$ cat src/sv/atlc_pkg.sv
// Shared types, constants and helper functions of the traffic light controller.
// No dependencies; every other file but the assertion header refers to it by scoped names.
package atlc_pkg;

    // Sizing
    localparam int CAR_COUNT_BITS = 16;
    localparam int MS_COUNT_BITS  = 17;
    localparam int YR_W           = 14;
    localparam int GREEN_W        = 17;
    localparam int THR_W          = 16;
    localparam int CFG_IDX_W      = 3;
    localparam int CFG_DATA_W     = 17;
    localparam int SUBSEC_W       = 10;
    localparam int SEC_W          = 8;
    localparam int CARS_OUT_W     = 16;
    localparam int LOAD_W         = 18;
    localparam int CMP_W          = ((CAR_COUNT_BITS > THR_W) ? CAR_COUNT_BITS : THR_W) + 1;

    // Milliseconds to seconds: multiply by ceil(2^28/1000), exact for all 18-bit inputs
    localparam int          SEC_SHIFT = 28;
    localparam int          RECIP_W   = 19;
    localparam int          PROD_W    = LOAD_W + RECIP_W;
    localparam logic [RECIP_W-1:0] SEC_RECIP = 19'd268436;

    localparam logic [SUBSEC_W-1:0] MS_PER_SECOND = 10'd1000;
    localparam logic [1:0]          STREAK_NEEDED = 2'd2;
    localparam logic [1:0]          STREAK_MAX    = 2'd3;

    // Register defaults
    localparam logic [YR_W-1:0]    YELLOW_RED_RST  = 14'd3000;
    localparam logic [GREEN_W-1:0] GREEN_BASE_RST  = 17'd60000;
    localparam logic [GREEN_W-1:0] GREEN_LONG_RST  = 17'd75000;
    localparam logic [GREEN_W-1:0] GREEN_SHORT_RST = 17'd45000;
    localparam logic [GREEN_W-1:0] GREEN_MAX_RST   = 17'd90000;
    localparam logic [GREEN_W-1:0] GREEN_MIN_RST   = 17'd30000;
    localparam logic [THR_W-1:0]   THRESHOLD_RST   = 16'd5;

    typedef enum logic [CFG_IDX_W-1:0] {
        CFG_YELLOW_RED  = 3'd0,
        CFG_GREEN_BASE  = 3'd1,
        CFG_GREEN_LONG  = 3'd2,
        CFG_GREEN_SHORT = 3'd3,
        CFG_GREEN_MAX   = 3'd4,
        CFG_GREEN_MIN   = 3'd5,
        CFG_THRESHOLD   = 3'd6
    } t_cfg_idx;

    typedef enum logic [2:0] {
        PH_RED1      = 3'd0,
        PH_EW_GREEN  = 3'd1,
        PH_EW_YELLOW = 3'd2,
        PH_RED2      = 3'd3,
        PH_NS_GREEN  = 3'd4,
        PH_NS_YELLOW = 3'd5
    } t_phase;

    typedef enum logic [2:0] {
        TIER_BASE = 3'd0,
        TIER_EW75 = 3'd1,
        TIER_EW90 = 3'd2,
        TIER_NS75 = 3'd3,
        TIER_NS90 = 3'd4
    } t_tier;

    typedef enum logic [1:0] {
        LAMP_RED    = 2'd0,
        LAMP_YELLOW = 2'd1,
        LAMP_GREEN  = 2'd2
    } t_lamp;

    typedef struct packed {
        logic [YR_W-1:0]    yellow_red_ms;
        logic [GREEN_W-1:0] green_base_ms;
        logic [GREEN_W-1:0] green_long_ms;
        logic [GREEN_W-1:0] green_short_ms;
        logic [GREEN_W-1:0] green_max_ms;
        logic [GREEN_W-1:0] green_min_ms;
        logic [THR_W-1:0]   imbalance_threshold;
    } t_cfg;

    typedef struct packed {
        t_tier      tier;
        logic [1:0] ew_streak;
        logic [1:0] ns_streak;
    } t_tier_st;

    typedef struct packed {
        logic ms_tick;
        logic ew_car;
        logic ns_car;
    } t_in_word;

    typedef struct packed {
        logic [1:0]            ew_light;
        logic [1:0]            ns_light;
        logic [2:0]            phase_now;
        logic [2:0]            tier_now;
        logic [SEC_W-1:0]      ew_seconds_left;
        logic [SEC_W-1:0]      ns_seconds_left;
        logic [CARS_OUT_W-1:0] ew_cars_seen;
        logic [CARS_OUT_W-1:0] ns_cars_seen;
    } t_out_word;

    // Green time of the east-west direction for a tier
    function automatic logic [GREEN_W-1:0] green_ew(t_tier tier, t_cfg cfg);
        case (tier)
            TIER_EW75: return cfg.green_long_ms;
            TIER_EW90: return cfg.green_max_ms;
            TIER_NS75: return cfg.green_short_ms;
            TIER_NS90: return cfg.green_min_ms;
            default:   return cfg.green_base_ms;
        endcase
    endfunction

    // Green time of the north-south direction for a tier
    function automatic logic [GREEN_W-1:0] green_ns(t_tier tier, t_cfg cfg);
        case (tier)
            TIER_EW75: return cfg.green_short_ms;
            TIER_EW90: return cfg.green_min_ms;
            TIER_NS75: return cfg.green_long_ms;
            TIER_NS90: return cfg.green_max_ms;
            default:   return cfg.green_base_ms;
        endcase
    endfunction

    // Length of the given phase in milliseconds
    function automatic logic [GREEN_W-1:0] phase_dur(t_phase ph, t_tier tier, t_cfg cfg);
        case (ph)
            PH_EW_GREEN: return green_ew(tier, cfg);
            PH_NS_GREEN: return green_ns(tier, cfg);
            default:     return GREEN_W'(cfg.yellow_red_ms);
        endcase
    endfunction

    function automatic t_phase next_phase(t_phase ph);
        case (ph)
            PH_RED1:      return PH_EW_GREEN;
            PH_EW_GREEN:  return PH_EW_YELLOW;
            PH_EW_YELLOW: return PH_RED2;
            PH_RED2:      return PH_NS_GREEN;
            PH_NS_GREEN:  return PH_NS_YELLOW;
            default:      return PH_RED1;
        endcase
    endfunction

    function automatic t_lamp ew_lamp(t_phase ph);
        case (ph)
            PH_EW_GREEN:  return LAMP_GREEN;
            PH_EW_YELLOW: return LAMP_YELLOW;
            default:      return LAMP_RED;
        endcase
    endfunction

    function automatic t_lamp ns_lamp(t_phase ph);
        case (ph)
            PH_NS_GREEN:  return LAMP_GREEN;
            PH_NS_YELLOW: return LAMP_YELLOW;
            default:      return LAMP_RED;
        endcase
    endfunction

    // Whole seconds of a millisecond value, saturating at the display maximum
    function automatic logic [SEC_W-1:0] secs(logic [LOAD_W-1:0] ms);
        logic [PROD_W-1:0]           prod;
        logic [PROD_W-SEC_SHIFT-1:0] quo;
        prod = {{RECIP_W{1'b0}}, ms} * {{LOAD_W{1'b0}}, SEC_RECIP};
        quo  = prod[PROD_W-1:SEC_SHIFT];
        if (quo > (PROD_W-SEC_SHIFT)'({SEC_W{1'b1}})) begin
            return {SEC_W{1'b1}};
        end
        return quo[SEC_W-1:0];
    endfunction

    // Car count seen on the output, zero-extended or truncated to the field width
    function automatic logic [CARS_OUT_W-1:0] cars_seen(logic [CAR_COUNT_BITS-1:0] cnt);
        logic [31:0] wide;
        wide = 32'(cnt);
        return wide[CARS_OUT_W-1:0];
    endfunction

endpackage

$ cat src/sv/adaptive_traffic_light_controller.sv
// Adaptive traffic light controller, top level.
// Input channel: i_valid / o_ready carry one word per accepted handshake: a
//   millisecond tick flag and one pulse from each car detector.
// Output channel: o_valid / i_ready carry one result word per input word: both
//   lamps, phase, tier, the two seconds-left displays and the two car counts.
// Configuration: i_cfg_we writes i_cfg_data into register i_cfg_idx at the
//   clock edge; indexes beyond the list are dropped. Write only while idle.
// Path: an accepted word passes the input register, then the result register.
// Throughput: one word per cycle while the receiver takes results; the whole
//   state update sits between those two registers, its longest path being tier
//   update, green select and the two ms-to-seconds multipliers.
// Reset (i_rst_n low, synchronous): both stages empty, registers at defaults,
//   phase all red, tier balanced; the displays load on the first word.
// Receiver stall: the result word holds; an empty input register takes one
//   more word, and o_ready stays low from then on until the result is taken.
// Depends on atlc_pkg, atlc_cfg, atlc_in_reg, atlc_core.
module adaptive_traffic_light_controller (
    input  logic                            i_clk,
    input  logic                            i_rst_n,
    input  logic                            i_valid,
    input  atlc_pkg::t_in_word              i_data,
    output logic                            o_ready,
    output logic                            o_valid,
    output atlc_pkg::t_out_word             o_data,
    input  logic                            i_ready,
    input  logic                            i_cfg_we,
    input  logic [atlc_pkg::CFG_IDX_W-1:0]  i_cfg_idx,
    input  logic [atlc_pkg::CFG_DATA_W-1:0] i_cfg_data
);

    atlc_pkg::t_cfg     cfg;
    logic               in_valid;
    atlc_pkg::t_in_word in_data;
    logic               core_ready;

    atlc_cfg u_cfg (
        .i_clk      (i_clk),
        .i_rst_n    (i_rst_n),
        .i_cfg_we   (i_cfg_we),
        .i_cfg_idx  (i_cfg_idx),
        .i_cfg_data (i_cfg_data),
        .o_cfg      (cfg)
    );

    atlc_in_reg u_in_reg (
        .i_clk        (i_clk),
        .i_rst_n      (i_rst_n),
        .i_valid      (i_valid),
        .i_data       (i_data),
        .o_ready      (o_ready),
        .o_valid      (in_valid),
        .o_data       (in_data),
        .i_next_ready (core_ready)
    );

    atlc_core u_core (
        .i_clk      (i_clk),
        .i_rst_n    (i_rst_n),
        .i_cfg      (cfg),
        .i_in_valid (in_valid),
        .i_in_data  (in_data),
        .o_in_ready (core_ready),
        .o_valid    (o_valid),
        .o_data     (o_data),
        .i_ready    (i_ready)
    );

endmodule

$ cat src/sv/atlc_cfg.sv
// Configuration register file of the traffic light controller.
// Depends on atlc_pkg for the register layout, indexes and defaults.
module atlc_cfg (
    input  logic                             i_clk,
    input  logic                             i_rst_n,
    input  logic                             i_cfg_we,
    input  logic [atlc_pkg::CFG_IDX_W-1:0]   i_cfg_idx,
    input  logic [atlc_pkg::CFG_DATA_W-1:0]  i_cfg_data,
    output atlc_pkg::t_cfg                   o_cfg
);

    atlc_pkg::t_cfg r_cfg;

    // Load defaults on reset, write one register per enabled cycle
    always_ff @(posedge i_clk) begin
        if (!i_rst_n) begin
            r_cfg.yellow_red_ms       <= atlc_pkg::YELLOW_RED_RST;
            r_cfg.green_base_ms       <= atlc_pkg::GREEN_BASE_RST;
            r_cfg.green_long_ms       <= atlc_pkg::GREEN_LONG_RST;
            r_cfg.green_short_ms      <= atlc_pkg::GREEN_SHORT_RST;
            r_cfg.green_max_ms        <= atlc_pkg::GREEN_MAX_RST;
            r_cfg.green_min_ms        <= atlc_pkg::GREEN_MIN_RST;
            r_cfg.imbalance_threshold <= atlc_pkg::THRESHOLD_RST;
        end else if (i_cfg_we) begin
            case (atlc_pkg::t_cfg_idx'(i_cfg_idx))
                atlc_pkg::CFG_YELLOW_RED:
                    r_cfg.yellow_red_ms <= i_cfg_data[atlc_pkg::YR_W-1:0];
                atlc_pkg::CFG_GREEN_BASE:  r_cfg.green_base_ms  <= i_cfg_data;
                atlc_pkg::CFG_GREEN_LONG:  r_cfg.green_long_ms  <= i_cfg_data;
                atlc_pkg::CFG_GREEN_SHORT: r_cfg.green_short_ms <= i_cfg_data;
                atlc_pkg::CFG_GREEN_MAX:   r_cfg.green_max_ms   <= i_cfg_data;
                atlc_pkg::CFG_GREEN_MIN:   r_cfg.green_min_ms   <= i_cfg_data;
                atlc_pkg::CFG_THRESHOLD:
                    r_cfg.imbalance_threshold <= i_cfg_data[atlc_pkg::THR_W-1:0];
                default: begin
                    // drop writes beyond the register list
                end
            endcase
        end
    end

    assign o_cfg = r_cfg;

endmodule

$ cat src/sv/atlc_in_reg.sv
// Input register stage: captures one input word per accepted handshake.
// Depends on atlc_pkg for the input word type.
module atlc_in_reg (
    input  logic               i_clk,
    input  logic               i_rst_n,
    input  logic               i_valid,
    input  atlc_pkg::t_in_word i_data,
    output logic               o_ready,
    output logic               o_valid,
    output atlc_pkg::t_in_word o_data,
    input  logic               i_next_ready
);

    logic               r_valid;
    atlc_pkg::t_in_word r_data;

    // Room when empty or when the held word moves on this cycle
    assign o_ready = !r_valid || i_next_ready;

    always_ff @(posedge i_clk) begin
        if (!i_rst_n) begin
            r_valid <= 1'b0;
        end else if (o_ready) begin
            r_valid <= i_valid;
        end
    end

    // Capture the word on acceptance
    always_ff @(posedge i_clk) begin
        if (i_valid && o_ready) begin
            r_data <= i_data;
        end
    end

    assign o_valid = r_valid;
    assign o_data  = r_data;

endmodule

$ cat src/sv/atlc_tier.sv
// Tier and streak update applied when the north-south yellow phase ends.
// Depends on atlc_pkg for the tier enum and tier state struct.
module atlc_tier (
    input  logic [atlc_pkg::CAR_COUNT_BITS-1:0] i_ew_count,
    input  logic [atlc_pkg::CAR_COUNT_BITS-1:0] i_ns_count,
    input  logic [atlc_pkg::THR_W-1:0]          i_threshold,
    input  atlc_pkg::t_tier_st                  i_cur,
    output atlc_pkg::t_tier_st                  o_next
);

    logic [atlc_pkg::CMP_W-1:0] ew_ext;
    logic [atlc_pkg::CMP_W-1:0] ns_ext;
    logic [atlc_pkg::CMP_W-1:0] thr_ext;
    logic                       ew_heavy;
    logic                       ns_heavy;
    logic [1:0]                 ew_inc;
    logic [1:0]                 ns_inc;

    // Compare each count against the other plus the threshold
    assign ew_ext   = atlc_pkg::CMP_W'(i_ew_count);
    assign ns_ext   = atlc_pkg::CMP_W'(i_ns_count);
    assign thr_ext  = atlc_pkg::CMP_W'(i_threshold);
    assign ew_heavy = ew_ext > (ns_ext + thr_ext);
    assign ns_heavy = ns_ext > (ew_ext + thr_ext);

    // Saturating streak increments
    assign ew_inc = (i_cur.ew_streak < atlc_pkg::STREAK_MAX) ? i_cur.ew_streak + 2'd1
                                                              : i_cur.ew_streak;
    assign ns_inc = (i_cur.ns_streak < atlc_pkg::STREAK_MAX) ? i_cur.ns_streak + 2'd1
                                                              : i_cur.ns_streak;

    // Move tier at most one step toward the heavier direction, or back toward base
    always_comb begin
        o_next = i_cur;
        if (ew_heavy) begin
            o_next.ns_streak = 2'd0;
            case (i_cur.tier)
                atlc_pkg::TIER_BASE: begin
                    o_next.tier      = atlc_pkg::TIER_EW75;
                    o_next.ew_streak = 2'd1;
                end
                atlc_pkg::TIER_EW75: begin
                    o_next.ew_streak = ew_inc;
                    if (ew_inc >= atlc_pkg::STREAK_NEEDED) begin
                        o_next.tier = atlc_pkg::TIER_EW90;
                    end
                end
                atlc_pkg::TIER_NS90: o_next.tier = atlc_pkg::TIER_NS75;
                atlc_pkg::TIER_NS75: o_next.tier = atlc_pkg::TIER_BASE;
                default: begin
                    // hold EW90
                end
            endcase
        end else if (ns_heavy) begin
            o_next.ew_streak = 2'd0;
            case (i_cur.tier)
                atlc_pkg::TIER_BASE: begin
                    o_next.tier      = atlc_pkg::TIER_NS75;
                    o_next.ns_streak = 2'd1;
                end
                atlc_pkg::TIER_NS75: begin
                    o_next.ns_streak = ns_inc;
                    if (ns_inc >= atlc_pkg::STREAK_NEEDED) begin
                        o_next.tier = atlc_pkg::TIER_NS90;
                    end
                end
                atlc_pkg::TIER_EW90: o_next.tier = atlc_pkg::TIER_EW75;
                atlc_pkg::TIER_EW75: o_next.tier = atlc_pkg::TIER_BASE;
                default: begin
                    // hold NS90
                end
            endcase
        end else begin
            o_next.ew_streak = 2'd0;
            o_next.ns_streak = 2'd0;
            case (i_cur.tier)
                atlc_pkg::TIER_EW90: o_next.tier = atlc_pkg::TIER_EW75;
                atlc_pkg::TIER_NS90: o_next.tier = atlc_pkg::TIER_NS75;
                atlc_pkg::TIER_EW75,
                atlc_pkg::TIER_NS75: o_next.tier = atlc_pkg::TIER_BASE;
                default: begin
                    // base stays
                end
            endcase
        end
    end

endmodule

$ cat src/sv/atlc_core.sv
// Controller state and result register: one input word updated per cycle unless the result word is stalled.
// Depends on atlc_pkg and atlc_tier.
module atlc_core (
    input  logic                i_clk,
    input  logic                i_rst_n,
    input  atlc_pkg::t_cfg      i_cfg,
    input  logic                i_in_valid,
    input  atlc_pkg::t_in_word  i_in_data,
    output logic                o_in_ready,
    output logic                o_valid,
    output atlc_pkg::t_out_word o_data,
    input  logic                i_ready
);

    localparam int CB = atlc_pkg::CAR_COUNT_BITS;
    localparam int MB = atlc_pkg::MS_COUNT_BITS;
    localparam int LW = atlc_pkg::LOAD_W;

    // Controller state
    atlc_pkg::t_phase              r_phase, n_phase;
    atlc_pkg::t_tier_st            r_tier_st, n_tier_st;
    logic [MB-1:0]                 r_elapsed, n_elapsed;
    logic [atlc_pkg::SUBSEC_W-1:0] r_subsec, n_subsec;
    logic [atlc_pkg::SEC_W-1:0]    r_ew_sec, n_ew_sec;
    logic [atlc_pkg::SEC_W-1:0]    r_ns_sec, n_ns_sec;
    logic [CB-1:0]                 r_ew_count, n_ew_count;
    logic [CB-1:0]                 r_ns_count, n_ns_count;
    logic                          r_reload_pending;

    // Result register
    logic                          r_res_valid;
    atlc_pkg::t_out_word           r_res, n_res;

    logic                          take;
    logic [CB-1:0]                 ew_cnt_inc;
    logic [CB-1:0]                 ns_cnt_inc;
    logic [MB-1:0]                 elapsed_inc;
    logic [atlc_pkg::SUBSEC_W-1:0] subsec_inc;
    logic                          phase_end;
    atlc_pkg::t_tier_st            wrap_tier_st;
    atlc_pkg::t_phase              ld_phase;
    atlc_pkg::t_tier               ld_tier;
    logic [LW-1:0]                 y1, y2, y3, ge, gn;
    logic [LW-1:0]                 ew_ld_ms, ns_ld_ms;
    logic [atlc_pkg::SEC_W-1:0]    ew_ld, ns_ld;

    assign o_in_ready = !r_res_valid || i_ready;
    assign take       = i_in_valid && o_in_ready;

    // Count car pulses, saturating
    assign ew_cnt_inc = (i_in_data.ew_car && (r_ew_count != {CB{1'b1}})) ? r_ew_count + 1'b1
                                                                         : r_ew_count;
    assign ns_cnt_inc = (i_in_data.ns_car && (r_ns_count != {CB{1'b1}})) ? r_ns_count + 1'b1
                                                                         : r_ns_count;

    // Advance the millisecond counters on a tick
    assign elapsed_inc = (i_in_data.ms_tick && (r_elapsed != {MB{1'b1}})) ? r_elapsed + 1'b1
                                                                          : r_elapsed;
    assign subsec_inc  = (i_in_data.ms_tick && (r_subsec < atlc_pkg::MS_PER_SECOND))
                         ? r_subsec + 1'b1 : r_subsec;

    assign phase_end = elapsed_inc >=
                       MB'(atlc_pkg::phase_dur(r_phase, r_tier_st.tier, i_cfg));

    atlc_tier u_tier (
        .i_ew_count  (ew_cnt_inc),
        .i_ns_count  (ns_cnt_inc),
        .i_threshold (i_cfg.imbalance_threshold),
        .i_cur       (r_tier_st),
        .o_next      (wrap_tier_st)
    );

    // Phase, tier and counts after the end-of-phase test
    always_comb begin
        n_phase    = r_phase;
        n_tier_st  = r_tier_st;
        n_elapsed  = elapsed_inc;
        n_ew_count = ew_cnt_inc;
        n_ns_count = ns_cnt_inc;
        if (phase_end) begin
            n_elapsed = '0;
            n_phase   = atlc_pkg::next_phase(r_phase);
            if (r_phase == atlc_pkg::PH_NS_YELLOW) begin
                n_tier_st  = wrap_tier_st;
                n_ew_count = '0;
                n_ns_count = '0;
            end
        end
    end

    // Display reload values for the phase the item ends in
    assign ld_phase = n_phase;
    assign ld_tier  = n_tier_st.tier;
    assign y1 = LW'(i_cfg.yellow_red_ms);
    assign y2 = y1 << 1;
    assign y3 = y2 + y1;
    assign ge = LW'(atlc_pkg::green_ew(ld_tier, i_cfg));
    assign gn = LW'(atlc_pkg::green_ns(ld_tier, i_cfg));

    always_comb begin
        case (ld_phase)
            atlc_pkg::PH_RED1: begin
                ew_ld_ms = y1;
                ns_ld_ms = ge + y3;
            end
            atlc_pkg::PH_EW_GREEN: begin
                ew_ld_ms = ge;
                ns_ld_ms = ge + y2;
            end
            atlc_pkg::PH_EW_YELLOW: begin
                ew_ld_ms = y1;
                ns_ld_ms = y2;
            end
            atlc_pkg::PH_RED2: begin
                ew_ld_ms = gn + y3;
                ns_ld_ms = y1;
            end
            atlc_pkg::PH_NS_GREEN: begin
                ew_ld_ms = gn + y2;
                ns_ld_ms = gn;
            end
            default: begin
                ew_ld_ms = y2;
                ns_ld_ms = y1;
            end
        endcase
    end

    assign ew_ld = atlc_pkg::secs(ew_ld_ms);
    assign ns_ld = atlc_pkg::secs(ns_ld_ms);

    // Reload displays, then count them down on each full second
    always_comb begin
        n_ew_sec = r_ew_sec;
        n_ns_sec = r_ns_sec;
        n_subsec = subsec_inc;
        if (phase_end || r_reload_pending) begin
            n_ew_sec = ew_ld;
            n_ns_sec = ns_ld;
        end
        if (subsec_inc >= atlc_pkg::MS_PER_SECOND) begin
            n_subsec = '0;
            if (n_ew_sec != '0) n_ew_sec = n_ew_sec - 1'b1;
            if (n_ns_sec != '0) n_ns_sec = n_ns_sec - 1'b1;
        end
    end

    // Build the result word from the updated state
    always_comb begin
        n_res.ew_light        = 2'(atlc_pkg::ew_lamp(n_phase));
        n_res.ns_light        = 2'(atlc_pkg::ns_lamp(n_phase));
        n_res.phase_now       = 3'(n_phase);
        n_res.tier_now        = 3'(n_tier_st.tier);
        n_res.ew_seconds_left = n_ew_sec;
        n_res.ns_seconds_left = n_ns_sec;
        n_res.ew_cars_seen    = atlc_pkg::cars_seen(n_ew_count);
        n_res.ns_cars_seen    = atlc_pkg::cars_seen(n_ns_count);
    end

    // Commit state on each accepted word
    always_ff @(posedge i_clk) begin
        if (!i_rst_n) begin
            r_phase          <= atlc_pkg::PH_RED1;
            r_tier_st        <= '{tier: atlc_pkg::TIER_BASE, ew_streak: 2'd0, ns_streak: 2'd0};
            r_elapsed        <= '0;
            r_subsec         <= '0;
            r_ew_sec         <= '0;
            r_ns_sec         <= '0;
            r_ew_count       <= '0;
            r_ns_count       <= '0;
            r_reload_pending <= 1'b1;
        end else if (take) begin
            r_phase          <= n_phase;
            r_tier_st        <= n_tier_st;
            r_elapsed        <= n_elapsed;
            r_subsec         <= n_subsec;
            r_ew_sec         <= n_ew_sec;
            r_ns_sec         <= n_ns_sec;
            r_ew_count       <= n_ew_count;
            r_ns_count       <= n_ns_count;
            r_reload_pending <= 1'b0;
        end
    end

    // Result valid: fill on take, drain when the receiver takes it
    always_ff @(posedge i_clk) begin
        if (!i_rst_n) begin
            r_res_valid <= 1'b0;
        end else if (o_in_ready) begin
            r_res_valid <= i_in_valid;
        end
    end

    always_ff @(posedge i_clk) begin
        if (take) begin
            r_res <= n_res;
        end
    end

    assign o_valid = r_res_valid;
    assign o_data  = r_res;

endmodule

$ cat config.mk
export PLATFORM = sky130hd
export DESIGN_NAME = adaptive_traffic_light_controller
export DESIGN_NICKNAME = d
export VERILOG_FILES = /design/src/sv/atlc_pkg.sv /design/src/sv/adaptive_traffic_light_controller.sv /design/src/sv/atlc_cfg.sv /design/src/sv/atlc_in_reg.sv /design/src/sv/atlc_tier.sv /design/src/sv/atlc_core.sv
export SDC_FILE = /design/constraint.sdc
export NUM_CORES = 2
export LEC_CHECK = 0
export BUFFER_PORTS_ARGS = -buffer_cell sky130_fd_sc_hd__buf_2
export CAP_MARGIN = 20
export CORE_AREA = 2 2 261 263
export CTS_CLUSTER_DIAMETER = 150
export DETAILED_ROUTE_END_ITERATION = 12
export DIE_AREA = 0 0 263 265
export GPL_TIMING_DRIVEN = 0
export PLACE_DENSITY = 0.69
export RECOVER_POWER = 100
export SYNTH_ARGS = -nofsm -noshare
export SYNTH_HDL_FRONTEND = slang
export SYNTH_HIERARCHICAL = 1
export SYNTH_SLANG_ARGS = --single-unit
$ cat constraint.sdc
create_clock -name i_clk -period 20.9 [get_ports i_clk]
set_clock_uncertainty 0.2 [all_clocks]
set_input_delay 2.09 -clock i_clk [delete_from_list [all_inputs] [get_ports i_clk]]
set_output_delay 2.09 -clock i_clk [all_outputs]
set_load 0.05 [all_outputs]
==> metrics.txt <==
most used cell, CP=inv_1; R2R depth=76; worst-path maximum fanout=10; Static Leakage=between 10 and 15 nW; dpl hpwl=a little under 80000 um; die area=69700 sq um; Resized cells post-CTS=0; Power Density=~150 nW/um^2; TritonCTS Buffers=31; Fin. Hold Viols=0; share of the synthesized area in the top cell type=between 10% and 20%; number of global-route vias before repair=approximately 26000; Synth cell types=approximately 110; FILL cells=approximately 6700; Clock transition at path regs=0.06 ns; setup violators final=0; CP Buf/Inv Count=15; Worst EP required=21.14 ns; Max Cap Viol=1; postcts setup bufs=0; ratio of cells with drive above 1 in the final layout=4.773%; worst rel slew slack=-121.9%; final slew viol count=about 60; pre-CTS setup slack=approximately 1.9 ns; Mapped Cells=around 3600; Port Buffers=87; Synth-to-Final Area Change=8.618%; failing checks=max-capacitance violations, max-slew violations; Mapped Avg Cell Area=8.286 sq um; max incr delay on CP=about 0.76 ns; Hold Path Class=flip-flop to flip-flop; minimum clock period=between 15 and 20 ns; delay-heaviest family, CP=compound AO/OA/AOI/OAI gates; drt pass-1 iters=10; Post-synth EDFFs=61; global-route wire length before repair=around 150000 um; Multi-input gate area=about 22000 sq um; vias per cell=6.048; H-tree depth=1; Die Width=~260 um; row cnt=95; post-route design area=32310 sq um; Final ANT Viol Nets=0; Final WS setup=~1.2 ns; Hold Path Depth=2; Achievable Freq=a little over 50 MHz; total number of vias=27970; syn_nets=between 4000 and 5000; initial antenna violation count=1; all-layer global routing usage=between 20% and 30%; Net count, final=4312; unrepaired setup endpoints after global routing=no; Initial Util=around 45%; Clock Path Buffers=3; die height=between 200 and 300 um; DRT iter0 DRCs=2975; largest area contributor in the netlist=ha_1; Routed WL=97770 um; placed cells=~4600; later-pin clock latency in the skew report=just over 0.6 ns; Stages on worst setup path=between 70 and 80; slowest stage cell, crit path=a221oi_2; CTS sink count=between 200 and 300; Layout Cells excl Fill=about 4600; main flop type after synthesis=dfxtp_1; DP Area=about 31000 sq um; Max IR drop VDD=0.2944 mV; Residual DRC=0; routability cong.=1.002; share of flip-flops with an asynchronous set or reset=0%; I/O Pins=between 80 and 90; sequential share of the synthesized area=between 10% and 20%; CP Capture Type=flip-flop; CTS Hold Bufs=0; mapped cell area=a little under 30000 sq um; CTS tree=built; status=complete, but fails checks; Yosys warnings=6; CP Launch Type=flip-flop; Overflow after GRT=0; Hold WS=~0.25 ns; dominant cells by area after synthesis=ha_1 19%, dfxtp_1 14%, fa_1 6.7%; Sequential Area=about 5900 sq um; crit path kind=flip-flop to flip-flop; CP Data Arrival Time=between 15 and 20 ns; routed len/inst=21.14 um; Setup Total Neg Slack=0 ns; period utilization=a little over nine tenths; Root Buffer=clkbuf_16; worst-margin pin slew=approximately 3.3 ns; Core Region=66800 sq um; register bit count reported by yosys=264; largest net degree at the start of global routing=59
-- cell families (layout without fill, tap and decap cells) --
kind of cell | after synthesis | after routing | synth area share [%]
and+or+nand+nor | 1037 | 1037 | 16.83
adders and majority gates | 557 | 557 | 25.93
muxes | 142 | 142 | 4.824
AOI/OAI and AO/OA | 945 | 945 | 21.52
other | 0 | 1 | 0
DFF | 264 | 264 | 19.82
xor gates and xnor gates | 157 | 157 | 4.623
buffers and inverters | 488 | 648 | 6.456
-- layer usage --
layer  vias up  global-route usage, %  wire, um
met5         -                      0         0
met4         0                  10.75      4470
met3       276                  4.032      8323
met2      1289                  41.43     41110
met1     13200                  38.55     43860
li1      13200                      -         -
-- Yosys cell counts (18+ instances only) --
library cell and count:
ha_1 458, edfxtp_1 61, xor2_1 62, o21bai_1 18, a21oi_1 269, a31oi_1 44, dfxtp_1 203, nor2_1 247
buf_2 22, nand3_1 77, inv_1 339, and2_1 47, xnor2_1 95, o21a_1 22, fa_1 99, o21ai_0 144
a222oi_1 24, and3_1 21, a211oi_1 29, nand2b_1 32, o211ai_1 19, a22o_1 20, mux2i_1 134, a221oi_1 51
nand2_1 344, nand4_1 34, nor3_1 44, a22oi_1 47, a21o_1 85, clkbuf_1 99, o22ai_1 30, nor2b_1 91
-- worst reg2reg max path: cells and delay by family (launching register included) --
kind | cells | cell delay (ns)
compound gates | 25 | 6.66
simple gates | 22 | 4.38
fa+ha+maj | 10 | 4.04
buf+inv | 15 | 3.20
xor+xnor | 3 | 0.43
flops | 1 | 0.41
mux | 1 | 0.28
-- through the flow --
stage / power, mW / utilization [%]
final: 4.873 / 48.37
after detailed placement: 4.267 / 47.01
after global routing: 5.430 / 48.36
after floorplan: 3.451 / -
after CTS: 4.874 / 48.57
after global placement: 4.213 / 46.82
-- cell type report --
| cell class | instances | area share (%) |
|---|---|---|
| timing repair buffer | 104 | 1.468 |
| antenna | 1 | 0.007745 |
| clock buffer | 34 | 2.498 |
| tap | 873 | 3.381 |
| buffer | 146 | 1.905 |
| clock inverter | 22 | 0.7319 |
| inverter | 342 | 3.973 |
| multi-input combinational | 2838 | 67.79 |
| sequential | 264 | 18.25 |
-- placed cells by master (no fill, tap or decap), types with 95 or more instances in the layout --
master and count:
a21oi_1 269, fa_1 99, xnor2_1 95, dfxtp_1 203, ha_1 458, nor2_1 247, nand2_1 344, o21ai_0 146
inv_1 340, clkbuf_1 175, mux2i_1 134
-- power breakdown --
group          internal, mW  switching [mW]
Sequential            0.556          0.0189
Combinational          1.49            2.25
Clock                 0.318           0.244
-- final timing paths --
check	from	to	slack, ns
hold reg to reg	u_core/r_reload_pending	u_core/r_reload_pending	0.25
setup reg to reg	u_core/r_ns_count[2]	u_core/o_data[41]	1.16
setup / recovery	u_core/r_ns_count[2]	u_core/o_data[41]	1.16
hold / removal	u_core/r_reload_pending	u_core/r_reload_pending	0.25
-- sequential cells by signal, summed over array words and instances (netlist names), 7 cells and up --
name               cells
u_cfg/o_cfg          115
u_core/o_data         58
u_core/r_elapsed      17
u_core/r_ew_count     16
u_core/r_ew_sec        8
u_core/r_ns_count     16
u_core/r_ns_sec        8
u_core/r_subsec       10
u_core/r_tier_st       7
(Power assumes the default switching activity.)
